--- src/rtl/bsc_pkg.sv ---
`timescale 1ns / 1ps
// Shared types and constants for the banded symmetric count matrix.
// No dependencies; imported by every module of the block but bsc_fifo.
package bsc_pkg;

  localparam int COORD_W    = 11;
  localparam int VALUE_W    = 32;
  localparam int BAND_W     = 5;
  localparam int BINS_W     = 11;
  localparam int CFG_DATA_W = 11;

  localparam int MAX_DIAGONALS_DEF = 16;
  localparam int MAX_BINS_DEF      = 1024;
  localparam int BAND_WIDTH_RESET  = 16;
  localparam int BIN_COUNT_RESET   = 1024;

  localparam int CMD_QUEUE_DEPTH = 2;
  localparam int RES_QUEUE_DEPTH = 2;

  typedef enum logic [1:0] {
    MODE_GET,
    MODE_INC,
    MODE_SET,
    MODE_DEC
  } mode_t;

  typedef enum logic [1:0] {
    STAT_OK,
    STAT_OUTSIDE,
    STAT_CLAMPED,
    STAT_SATURATED
  } status_t;

  typedef enum logic {
    REG_BAND_WIDTH,
    REG_BIN_COUNT
  } cfg_reg_t;

  typedef enum logic [1:0] {
    ST_CLEAR,
    ST_IDLE,
    ST_READ,
    ST_EXEC
  } seq_state_t;

  typedef struct packed {
    mode_t                mode;
    logic                 in_band;
    logic [COORD_W-1:0]   diag;
    logic [COORD_W-1:0]   column;
    logic [VALUE_W-1:0]   amount;
  } cmd_t;

  typedef struct packed {
    logic [VALUE_W-1:0] cell_value;
    status_t            status;
  } result_t;

endpackage

--- src/rtl/bsc_fifo.sv ---
`timescale 1ns / 1ps
// Small synchronous first-in first-out queue built from registers.
// Standalone; used for the command queue and the result queue.
module bsc_fifo #(
  parameter int WIDTH = 8,
  parameter int DEPTH = 2
) (
  input  logic             clk,
  input  logic             rst_n,
  input  logic             push,
  input  logic [WIDTH-1:0] wdata,
  output logic             full,
  input  logic             pop,
  output logic [WIDTH-1:0] rdata,
  output logic             empty
);

  localparam int PW = (DEPTH > 1) ? $clog2(DEPTH) : 1;

  logic [WIDTH-1:0] store_r [DEPTH];
  logic [PW-1:0]    wr_ptr_r, wr_ptr_nxt;
  logic [PW-1:0]    rd_ptr_r, rd_ptr_nxt;
  logic [PW:0]      count_r, count_nxt;
  logic             do_push, do_pop;

  assign full    = (count_r == (PW + 1)'(DEPTH));
  assign empty   = (count_r == '0);
  assign do_push = push && !full;
  assign do_pop  = pop && !empty;
  assign rdata   = store_r[rd_ptr_r];

  always_comb begin
    wr_ptr_nxt = wr_ptr_r;
    rd_ptr_nxt = rd_ptr_r;
    count_nxt  = count_r;
    if (do_push) begin
      wr_ptr_nxt = (wr_ptr_r == PW'(DEPTH - 1)) ? '0 : wr_ptr_r + 1'b1;
    end
    if (do_pop) begin
      rd_ptr_nxt = (rd_ptr_r == PW'(DEPTH - 1)) ? '0 : rd_ptr_r + 1'b1;
    end
    if (do_push && !do_pop) begin
      count_nxt = count_r + 1'b1;
    end else if (do_pop && !do_push) begin
      count_nxt = count_r - 1'b1;
    end
  end

  always_ff @(posedge clk) begin
    if (!rst_n) begin
      wr_ptr_r <= '0;
      rd_ptr_r <= '0;
      count_r  <= '0;
    end else begin
      wr_ptr_r <= wr_ptr_nxt;
      rd_ptr_r <= rd_ptr_nxt;
      count_r  <= count_nxt;
    end
  end

  always_ff @(posedge clk) begin
    if (do_push) begin
      store_r[wr_ptr_r] <= wdata;
    end
  end

endmodule

--- src/rtl/bsc_front.sv ---
`timescale 1ns / 1ps
// Front end: configuration registers, cell classification and the command queue.
// Depends on bsc_pkg and bsc_fifo.
module bsc_front
  import bsc_pkg::*;
#(
  parameter int MAX_DIAGONALS = MAX_DIAGONALS_DEF,
  parameter int MAX_BINS      = MAX_BINS_DEF
) (
  input  logic                  clk,
  input  logic                  rst_n,
  input  logic                  in_push,
  input  logic [1:0]            in_mode,
  input  logic [COORD_W-1:0]    in_row_bin,
  input  logic [COORD_W-1:0]    in_col_bin,
  input  logic [VALUE_W-1:0]    in_amount,
  output logic                  in_full,
  input  logic                  hold,
  input  logic                  cfg_valid,
  output logic                  cfg_ready,
  input  logic                  cfg_index,
  input  logic [CFG_DATA_W-1:0] cfg_wdata,
  input  logic                  cmd_pop,
  output cmd_t                  cmd,
  output logic                  cmd_empty
);

  localparam int ROW_STRIDE = MAX_BINS + MAX_DIAGONALS;
  localparam logic [BAND_W-1:0] BAND_RST =
    BAND_W'((BAND_WIDTH_RESET > MAX_DIAGONALS) ? MAX_DIAGONALS : BAND_WIDTH_RESET);
  localparam logic [BINS_W-1:0] BINS_RST =
    BINS_W'((BIN_COUNT_RESET > MAX_BINS) ? MAX_BINS : BIN_COUNT_RESET);

  logic [BAND_W-1:0]  band_width_r, band_width_nxt;
  logic [BINS_W-1:0]  bin_count_r, bin_count_nxt;
  logic [BAND_W-1:0]  band_raw;
  logic [BINS_W-1:0]  bins_raw;
  logic [COORD_W-1:0] diag, column;
  logic [BINS_W:0]    column_limit;
  logic               in_band;
  logic               cmd_full;
  logic               accept;
  cmd_t               cmd_in;
  logic [$bits(cmd_t)-1:0] cmd_raw;

  assign cfg_ready = 1'b1;
  assign band_raw  = cfg_wdata[BAND_W-1:0];
  assign bins_raw  = cfg_wdata[BINS_W-1:0];

  // Written values are saturated into the legal range of each register; the band width takes only the low BAND_W bits.
  always_comb begin
    band_width_nxt = band_width_r;
    bin_count_nxt  = bin_count_r;
    if (cfg_valid) begin
      case (cfg_reg_t'(cfg_index))
        REG_BAND_WIDTH: begin
          if (band_raw == '0) begin
            band_width_nxt = BAND_W'(1);
          end else if (32'(band_raw) > MAX_DIAGONALS) begin
            band_width_nxt = BAND_W'(MAX_DIAGONALS);
          end else begin
            band_width_nxt = band_raw;
          end
        end
        REG_BIN_COUNT: begin
          if (bins_raw == '0) begin
            bin_count_nxt = BINS_W'(1);
          end else if (32'(bins_raw) > MAX_BINS) begin
            bin_count_nxt = BINS_W'(MAX_BINS);
          end else begin
            bin_count_nxt = bins_raw;
          end
        end
        default: begin
        end
      endcase
    end
  end

  always_ff @(posedge clk) begin
    if (!rst_n) begin
      band_width_r <= BAND_RST;
      bin_count_r  <= BINS_RST;
    end else begin
      band_width_r <= band_width_nxt;
      bin_count_r  <= bin_count_nxt;
    end
  end

  // The matrix is symmetric, so a cell is folded onto its upper triangle.
  always_comb begin
    if (in_row_bin > in_col_bin) begin
      column = in_row_bin;
      diag   = in_row_bin - in_col_bin;
    end else begin
      column = in_col_bin;
      diag   = in_col_bin - in_row_bin;
    end
  end

  assign column_limit = {1'b0, bin_count_r} + (BINS_W + 1)'(band_width_r);
  assign in_band = (32'(diag) < 32'(band_width_r)) &&
                   ({1'b0, column} < column_limit) &&
                   (32'(diag) < MAX_DIAGONALS) &&
                   (32'(column) < ROW_STRIDE);

  assign cmd_in.mode    = mode_t'(in_mode);
  assign cmd_in.in_band = in_band;
  assign cmd_in.diag    = diag;
  assign cmd_in.column  = column;
  assign cmd_in.amount  = in_amount;

  assign in_full = cmd_full || hold;
  assign accept  = in_push && !in_full;

  bsc_fifo #(
    .WIDTH ($bits(cmd_t)),
    .DEPTH (CMD_QUEUE_DEPTH)
  ) u_cmd_fifo (
    .clk   (clk),
    .rst_n (rst_n),
    .push  (accept),
    .wdata (cmd_in),
    .full  (cmd_full),
    .pop   (cmd_pop),
    .rdata (cmd_raw),
    .empty (cmd_empty)
  );

  assign cmd = cmd_t'(cmd_raw);

endmodule

--- config.mk ---
export PLATFORM = sky130hd
export DESIGN_NAME = bsc_front
export DESIGN_NICKNAME = d
export VERILOG_FILES = /design/src/rtl/bsc_pkg.sv /design/src/rtl/bsc_fifo.sv /design/src/rtl/bsc_front.sv
export SDC_FILE = /design/constraint.sdc
export NUM_CORES = 1
export LEC_CHECK = 0
export ABC_AREA = 1
export BUFFER_PORTS_ARGS = -buffer_cell sky130_fd_sc_hd__buf_2
export CAP_MARGIN = 20
export CORE_MARGIN = 2
export CORE_UTILIZATION = 50
export DETAILED_ROUTE_END_ITERATION = 7
export PLACE_DENSITY = 0.82
export SLEW_MARGIN = 20
export SYNTH_ARGS = -nofsm -noshare
export SYNTH_HDL_FRONTEND = slang
export SYNTH_HIERARCHICAL = 1
export SYNTH_SLANG_ARGS = --single-unit
--- constraint.sdc ---
create_clock -name clk -period 3.6 [get_ports clk]
set_input_delay 0 -clock clk [delete_from_list [all_inputs] [get_ports clk]]
set_output_delay 0 -clock clk [all_outputs]
set_load 0.005 [all_outputs]
==> results.cfg, run 1 <==
[logic_synthesis]
syn_inst = 694
synth_area_leaders = edfxtp_1 (47%), nand2_1 (7.6%), ha_1 (6.8%)
synth_warnings = 6
synth_ff_type = edfxtp_1
synth-async-reset-ratio_pct = 0
synth_top_cell_by_area = edfxtp_1
ys_seq_elements = 135
synth.avg_cell_area_um2 = 10.56
yosys.area.top_type_share_pct = 46.73
synth_edf_count = 114
syn-cell-area_um2 = 7326
synth_cell_types = 48
syn-num-nets = 811
yosysSeqAreaShare_pct = 52.47

[critical_path]
crit_chain = ha_1, inv_1, fa_1, o21ai_0, nand2_1, nand2_1, nand2_1, a21oi_1, nand2_1, nor3_1, xor2_1, ha_1, nand3_1, nor2_1, nand4_1, nor2_1, nor2_1, nand3_1, nor2_1
cp_num_buf_inv = 1
required_ps = 3770
cpPeakStageDelay_ps = 390
end_kind = register
critPathTopFamily = simple AND/OR/NAND/NOR gates
start_kind = register
cp_slowest_cell = fa_1
worstSetupPathType = register to register
cp.arrival_ps = 3280
crit_fanout = 3

[floorplan]
row_count = 44
die_h_um = 125.0
start_util_pct = 50.79
die_area_um2 = 15640
pin_count = 134
core_um2 = 14420
die_w_um = 125.0

[clock_network]
cts_setup_buffers = 0
htree_num_levels = 4
root_buffer = clkbuf_16
cts_sinks = 135
cts-hold-fix-buffers = 49
clock_path_buffers = 2
path_clk_slew_ps = 60
cts_buffers = 17
clk_latency_ps = 420
cts_resized = 0
cts_tree = built

[detailed_routing]
drt_pass1_iterations = 5
route.met3.wl_mm = 1.065
wirelength_mm = 16.58
met1_length_mm = 7.363
avgRoutedWirePerCell_um = 15.29
drtAntennaViolNets = 0
top_layer = met4
drt-initial-drc-count = 493
vias_per_cell = 5.170
vias = 5604
wl_met2_mm = 7.729
drc = 0

[cells_and_area]
final_net_count = 1004
multiInputGateArea_um2 = 3019
n_antenna_cell = 0
drive_above_1_share_pct = 28.78
instances_no_fill = 1084
regArea_um2 = 3847
area_growth_syn_to_layout_pct = 26.83
fillCellCount = 1106

[timing]
setup_viol = 0
finalCriticalPeriod_ps = 3114
max_freq_ghz = 0.3212
finalHoldViolCount = 0
timing.final.crit_share_pct = 86.49
tightest_slew_ps = 919.3
setup_ws_ps = 486.3
worst_hold_slack_ps = 20.61
finClkSkew_ps = 6.848
relSlewSlack_pct = 38.71
fin_tns_setup_ps = 0
maxSlewViolCount = 0
rsz0062_at_grt = no

[placement]
io_buffers = 132
hpwlAfterDp_mm = 11.62
gp_congestion = 0.9751
placedCellCount = 1003
pre_cts_ws_ps = 494.7

[global_route]
grt_pass1_vias = 5520
antenna_found_initial = 0
grt_max_degree = 58
grt_pass1_wl_mm = 26.88
grt_overflow = 0
grt_usage_pct = 21.66

[run_status]
status = completed

[hold_path]
hold_path_class = primary input to register

[job]
cap_violations = 0

[pwr]
vdd_ir_drop_max_uv = 312.3
p_per_area_nw_per_um2 = 541.3
p_leak_nw = 4.123
placed cells by master, fill, tap and decap left out, drive strengths merged:
cell         count
a21o             3
mux2i            1
bufinv           4
inv            101
dfxtp           21
dlygate4sd3     49
edfxtp         114
or2              4
nand3           34
buf            138
a21boi           4
nor3b            1
nor4             2
a21oi           29
o211ai           1
nand3b           1
fa               3
mux2            57
o21bai           1
xnor2            3
nand4           12
o21ai           23
o21a             1
a211oi           1
nor3             6
a31oi            1
clkinvlp         6
clkbuf          17
a31o             1
and3             1
nand2          161
xor2             9
conb             1
nor2            44
ha              40
clkinv           3
a22oi            2
cell type report:
type / count / area share, %
multi-input cells: 447 / 32.49
well taps: 184 / 2.478
clock buffers: 17 / 4.579
repair buffers: 187 / 12.87
flip-flops and latches: 135 / 41.41
clock inverters: 15 / 2.168
inverters: 99 / 3.999
Yosys cell counts, types with 3 or more instances:
master / n
nand2_1: 148
edfxtp_1: 114
inv_1: 95
nor2_1: 42
ha_1: 40
nand3_1: 33
mux2_4: 30
a21oi_1: 29
mux2_2: 27
dfxtp_1: 21
o21ai_0: 18
nand2_2: 11
nand4_1: 11
xor2_1: 9
buf_6: 5
nor3_1: 5
buf_2: 4
inv_2: 4
o21ai_1: 4
or2_2: 4
a21boi_0: 3
a21o_1: 3
fa_1: 3
xnor2_1: 3
metrics by stage:
step / area [µm²] / power [W] / utilization [%]
after floorplan: 7326 / 0.002792 / -
after global placement: 8174 / 0.003158 / 56.67
after detailed placement: 8174 / 0.003186 / 56.67
after CTS: 9291 / 0.005049 / 64.42
after global routing: 9291 / 0.005272 / 64.42
final: 9291 / 0.005030 / 64.42
flip-flops by register name, summed over array words and instances, names as in the netlist, named ones only:
register             flops
bin_count_r             11
u_cmd_fifo/wr_ptr_r      1
band_width_r             5
u_cmd_fifo/store_r     114
u_cmd_fifo/count_r       2
u_cmd_fifo/rd_ptr_r      1
worst paths after layout:
path | start | endpoint | slack, ps | cells after the start
worst max-delay path | band_width_r[0] | u_cmd_fifo/store_r[1][54] | 490 | 19
worst min-delay path | in_col_bin[0] | u_cmd_fifo/store_r[0][32] | 20 | 3
worst max register to register | band_width_r[0] | u_cmd_fifo/store_r[1][54] | 490 | 19
worst min register to register | bin_count_r[4] | bin_count_r[4] | 470 | 2
metal layers:
layer / vias to the layer above / track usage [%]
met2: 218 / 35.20
met1: 2601 / 28.34
met5: - / 0
met4: 0 / 7.778
met3: 41 / 5.477
li1: 2744 / -
power breakdown:
part,total (W),switching [W],internal (W)
Combinational,0.00120,0.000608,0.000592
Sequential,0.00201,0.000132,0.00188
Clock,0.00182,0.000656,0.00116
worst min-delay path: cells and delay by family:
family,cells,cell delay (ps)
buf+inv,1,120
simple gates,2,190
logic make-up (layout without fill, tap and decap cells):
family,Yosys count,after routing,share of synthesized area (%)
AO/OA/AOI/OAI,67,67,5.141
XOR/XNOR,12,12,1.435
adder cells (fa/ha/maj),43,43,7.652
buffers and inverters,112,318,6.524
flip-flops,135,135,52.47
multiplexers,58,58,10.44
other,1,1,0.05119
AND/OR/NAND/NOR,266,266,16.29
(Power assumes the default switching activity.)
==> inputs of run 2 (changes only) <==
CORE_UTILIZATION = 30   (was 50)
GPL_ROUTABILITY_DRIVEN = 1   (was not set)
PLACE_DENSITY = 0.56   (was 0.82)
RECOVER_POWER = 50   (was not set)
==> run 2 against run 1 <==
  * The run now ends with max-capacitance violations, max-slew violations left
  * Sequential cell count stayed put
  * Register-to-register slack better by 40 ps
  * Sequential power hardly changed
  * Worst hold slack better by 12 ps
  * Count of clock-buffer cells in the layout is 1 higher
  * Clock power is 3% higher
  * Fmax is 1.2% higher
  * Via count is 3.5% lower
  * Critical path type unchanged
  * First-iteration DRC count is 31% lower
  * Total power is 0.41% lower
  * Clock skew is 0.93 ps lower
  * Critical endpoint is now u_cmd_fifo/store_r[0][54]
  * Global-route usage is 7.8 points lower
==> results.cfg, run 2 (synthesis gave the netlist of run 1 again) <==
[clock_network]
htree_num_levels = 4
root_buffer = clkbuf_16
path_clk_slew_ps = 60
cts-hold-fix-buffers = 49
cts_setup_buffers = 0
clk_latency_ps = 410
cts_resized = 0
cts_tree = built
cts_buffers = 17
cts_sinks = 135
clock_path_buffers = 2

[critical_path]
end_kind = register
required_ps = 3750
start_kind = register
r2r_slack_ps = 520
cp.arrival_ps = 3230
crit_fanout = 3
worstSetupPathType = register to register

[pwr]
p_int_w = 0.003640
p_total_w = 0.005009
p_sw_w = 0.001369
sw_frac_of_total_pct = 27.33
power_frac_comb_pct = 22.7
p_per_area_nw_per_um2 = 534.5
vdd_ir_drop_max_uv = 294.4
clkPwrFrac_pct = 37.4
p_seq_share_pct = 39.9
p_leak_nw = 3.987

[floorplan]
core_um2 = 24180
die_w_um = 160.3
pin_count = 134
die_h_um = 160.3
die_area_um2 = 25680
row_count = 57
start_util_pct = 30.30

[cells_and_area]
largest_register = u_cmd_fifo/store_r
reg_top3 = u_cmd_fifo/store_r x114, bin_count_r x11, band_width_r x5
drive_above_1_share_pct = 21.57
fillCellCount = 2412
mostFrequentLayoutCell = nand2_1
layout_common_cells = nand2_1 (151), edfxtp_1 (114), buf_2 (100), inv_1 (95), dlygate4sd3_1 (49)
postLayoutCellArea_um2 = 9371
n_antenna_cell = 0
instances_no_fill = 1228
final_net_count = 1008
largest_reg_flops = 114
area_growth_syn_to_layout_pct = 27.92

[detailed_routing]
drt_pass1_iterations = 5
drc = 0
drt-initial-drc-count = 342
avgRoutedWirePerCell_um = 14.12
wirelength_mm = 17.34
vias_per_cell = 4.403
vias = 5407
drtAntennaViolNets = 0

[placement]
placedCellCount = 1147
gp_congestion = 0.8668
pre_cts_ws_ps = 473.5
dpl_cell_area_um2 = 8404
io_buffers = 132
hpwlAfterDp_mm = 12.81

[timing]
maxSlewViolCount = 16
timing.final.crit_share_pct = 85.50
setup_viol = 0
setup_ws_ps = 522.2
max_freq_ghz = 0.3249
rsz0062_at_grt = no
relSlewSlack_pct = -7.086
finalHoldViolCount = 0
tightest_slew_ps = 1600
finalCriticalPeriod_ps = 3078
finClkSkew_ps = 5.914

[hold_path]
hold_path_class = primary input to register

[global_route]
grt_max_degree = 58
antenna_found_initial = 0
grt_usage_pct = 13.82
grt_pass1_wl_mm = 27.66
grt_overflow = 0
grt_pass1_vias = 5360

[job]
cap_violations = 1

[run_status]
failed_checks = max-capacitance violations, max-slew violations
status = finished, violations left
-- run 2: cell count changes in the layout (fill, tap and decap cells not counted), sizes merged --
cell / delta
clkinvlp: -4
inv: +2
buf: -29
clkbuf: +34
bufinv: +1
-- run 2: routing by layer --
layer	wire length (µm)	GRT usage [%]	vias up	share of wire, %
met4	257	4.259	0	1.5
met2	7845	22.47	132	45
met1	8570	18.43	2515	49
met5	0	0	-	0
li1	-	-	2739	-
met3	663	3.065	21	3.8
-- run 2: cell type report --
type | instances | area (µm²) | share of cell area, %
timing repair buffer | 191 | 1207 | 12.88
inverter | 99 | 371.6 | 3.965
clock buffer | 18 | 429.2 | 4.579
tap | 324 | 405.4 | 4.326
multi-input combinational | 447 | 2892 | 30.85
clock inverter | 14 | 221.5 | 2.363
sequential | 135 | 3845 | 41.03
-- run 2: per-stage QoR --
step | TNS [ps] | utilization (%) | hold WS [ps]
2_1_floorplan | -17550 | - | 76.23
3_3_place_gp | 0 | 34.76 | 188.0
3_5_place_dp | 0 | 34.76 | 193.4
4_1_cts | 0 | 39.48 | 8.126
5_1_grt | 0 | 38.76 | 70.00
6_report | 0 | 38.76 | 32.28
-- run 2: path summary, 6_finish.rpt --
| check | cells after the start | from | endpoint |
|---|---|---|---|
| setup / recovery | 19 | band_width_r[0] | u_cmd_fifo/store_r[0][54] |
| hold / removal | 4 | cfg_index | band_width_r[2] |
| setup reg to reg | 19 | band_width_r[0] | u_cmd_fifo/store_r[0][54] |
| hold reg to reg | 2 | bin_count_r[4] | bin_count_r[4] |
-- run 2: worst max-delay path, stage by stage (launching register included) --
cell     delay (ps)
dfxtp_1         360
ha_1            200
inv_1            60
fa_1            380
o21ai_0         180
nand2_1          60
nand2_1          70
nand2_1          60
a21oi_1         200
nand2_1         100
nor3_1          180
xor2_1          100
ha_1            280
nand3_1          80
nor2_1          130
nand4_1         110
nor2_1          110
nor2_1           60
nand3_1          60
nor2_1           50
-- run 2: power by group through the flow --
stage	combinational, W	clock [W]	sequential (W)
2_1_floorplan	0.000840	0	0.00195
3_3_place_gp	0.00118	0	0.00205
3_5_place_dp	0.00119	0	0.00205
4_1_cts	0.00124	0.00192	0.00202
5_1_grt	0.00127	0.00199	0.00202
6_report	0.00114	0.00187	0.00200
==> inputs of run 3 (changes only) <==
CAP_MARGIN = not set   (was 20)
PLACE_DENSITY = 0.54   (was 0.56)
clock period = 3.7 ns   (was 3.6 ns; I/O delays follow)
==> run 3 against run 2 <==
  * The flow still finishes with violations (max-capacitance violations, max-slew violations)
  * Sequential share of layout area increased by 0.12 points
  * Total power is 3.1% lower
  * Setup slack got worse by 26 ps
  * Sequential cell count stayed put
  * Sequential power fell by 3%
  * Count of clock-buffer cells in the layout is 1 higher
  * Clock skew rose by 4.1 ps
  * Clock power fell by 4%
  * Largest cell class unchanged
  * Combinational power is essentially flat
  * Fmax shrank 3.9%
==> results.cfg, run 3 (synthesis gave the netlist of run 1 again) <==
[cells_and_area]
postLayoutCellArea_um2 = 9345
layout_common_cells = nand2_1 (150), edfxtp_1 (114), buf_2 (103), inv_1 (95), dlygate4sd3_1 (48)
mostFrequentLayoutCell = nand2_1
largest_register = u_cmd_fifo/store_r
instances_no_fill = 1224
n_antenna_cell = 0
final_net_count = 1004
largest_reg_flops = 114
area_growth_syn_to_layout_pct = 27.57
drive_above_1_share_pct = 22.33
reg_top3 = u_cmd_fifo/store_r x114, bin_count_r x11, band_width_r x5

[detailed_routing]
drt_pass1_iterations = 5
avgRoutedWirePerCell_um = 13.93
drt-initial-drc-count = 328
vias_per_cell = 4.396
drc = 0
wirelength_mm = 17.05
vias = 5381
drtAntennaViolNets = 0

[job]
cap_violations = 1

[critical_path]
start_kind = register
crit_fanout = 3
end_kind = register
reg2reg_to = u_cmd_fifo/store_r[0][54]
cp_slowest_cell = fa_1
crit_chain = ha_1, inv_1, fa_1, o21ai_0, nand2_1, nand2_1, nand2_1, a21oi_1, nand2_1, nor3_1, xor2_1, ha_1, nand3_1, nor2_1, nand4_1, nor2_1, nor2_1, nand3_1, nor2_1
r2r_cells = 19
cp.arrival_ps = 3360
worstSetupPathType = register to register
rr_startpoint = band_width_r[0]
required_ps = 3850
r2r_slack_ps = 500
cpPeakStageDelay_ps = 390

[timing]
setup_ws_ps = 496.5
timing.final.crit_share_pct = 86.58
relSlewSlack_pct = -4.126
setup_viol = 0
finClkSkew_ps = 10.03
finalCriticalPeriod_ps = 3204
rsz0062_at_grt = no
finalHoldViolCount = 0
maxSlewViolCount = 58
max_freq_ghz = 0.3122
tightest_slew_ps = 1562

[global_route]
grt_overflow = 0
grt_pass1_wl_mm = 26.87
grt_usage_pct = 13.40
grt_pass1_vias = 5222
grt_max_degree = 58
antenna_found_initial = 0

[clock_network]
clk_latency_ps = 410
path_clk_slew_ps = 60
cts_resized = 0
root_buffer = clkbuf_16
cts_setup_buffers = 0
cts_sinks = 135
clock_path_buffers = 2
htree_num_levels = 4
cts-hold-fix-buffers = 48
cts_tree = built
cts_buffers = 17

[run_status]
status = finished, violations left
failed_checks = max-capacitance violations, max-slew violations

[floorplan]
die_area_um2 = 25680
start_util_pct = 30.30
core_um2 = 24180
pin_count = 134
die_w_um = 160.3
row_count = 57
die_h_um = 160.3

[pwr]
p_per_area_nw_per_um2 = 519.4
vdd_ir_drop_max_uv = 283.2
p_leak_nw = 3.985

[hold_path]
min_from = cfg_index
hold_depth = 4
hold_path_class = primary input to register
whs_endpoint = band_width_r[2]

[placement]
placedCellCount = 1144
hpwlAfterDp_mm = 12.61
pre_cts_ws_ps = 491.7
gp_congestion = 0.8483
dpl_cell_area_um2 = 8382
io_buffers = 132
[run 3: layout make-up]
type,instances,area [µm²]
Fill cell,2395,14830
Multi-Input combinational cell,447,2923
Tap cell,324,405.4
Clock inverter,13,202.7
Timing Repair Buffer,187,1165
Clock buffer,19,432.9
Inverter,99,371.6
Sequential cell,135,3845
[run 3: metrics by stage]
stage	setup TNS [ps]	util, %	power (W)	hold WS [ps]
floorplan	-6146	-	0.002717	76.23
global placement	0	34.67	0.003139	187.9
detailed placement	0	34.67	0.003145	192.4
CTS	0	39.28	0.004996	3.625
global route	0	38.65	0.005112	47.93
finish	0	38.65	0.004853	20.02
[run 3: worst max-delay path: cells and delay by family, from the launching register on]
family,cells,cell delay [ps]
fa+ha+maj,3,890
compound gates,2,410
buf+inv,1,70
xor+xnor,1,100
flops,1,380
simple gates,12,1100
[run 3: power by group]
group	internal (W)	switching [W]
logic	0.000529	0.000585
registers	0.00183	0.000119
clock network	0.00119	0.000600
total	0.00355	0.00130
[run 3: how the worst max path moves through the flow]
| stage | start | endpoint | depth (start not counted) |
|---|---|---|---|
| 4_1_cts | band_width_r[0] | u_cmd_fifo/store_r[0][54] | 19 |
| 5_1_grt | band_width_r[0] | u_cmd_fifo/store_r[0][54] | 19 |
| 3_5_place_dp | band_width_r[0] | u_cmd_fifo/store_r[1][54] | 19 |
| 6_report | band_width_r[0] | u_cmd_fifo/store_r[0][54] | 19 |
| 3_3_place_gp | band_width_r[0] | u_cmd_fifo/store_r[0][54] | 19 |
| 2_1_floorplan | u_cmd_fifo/count_r[1] | u_cmd_fifo/store_r[0][0] | 6 |
[run 3: routing by layer]
metal,global-route usage [%],up-vias,wire [µm]
met5,0,-,0
met4,4.095,0,130
met3,2.883,7,803
met2,21.94,140,7804
met1,17.81,2499,8311
li1,-,2735,-
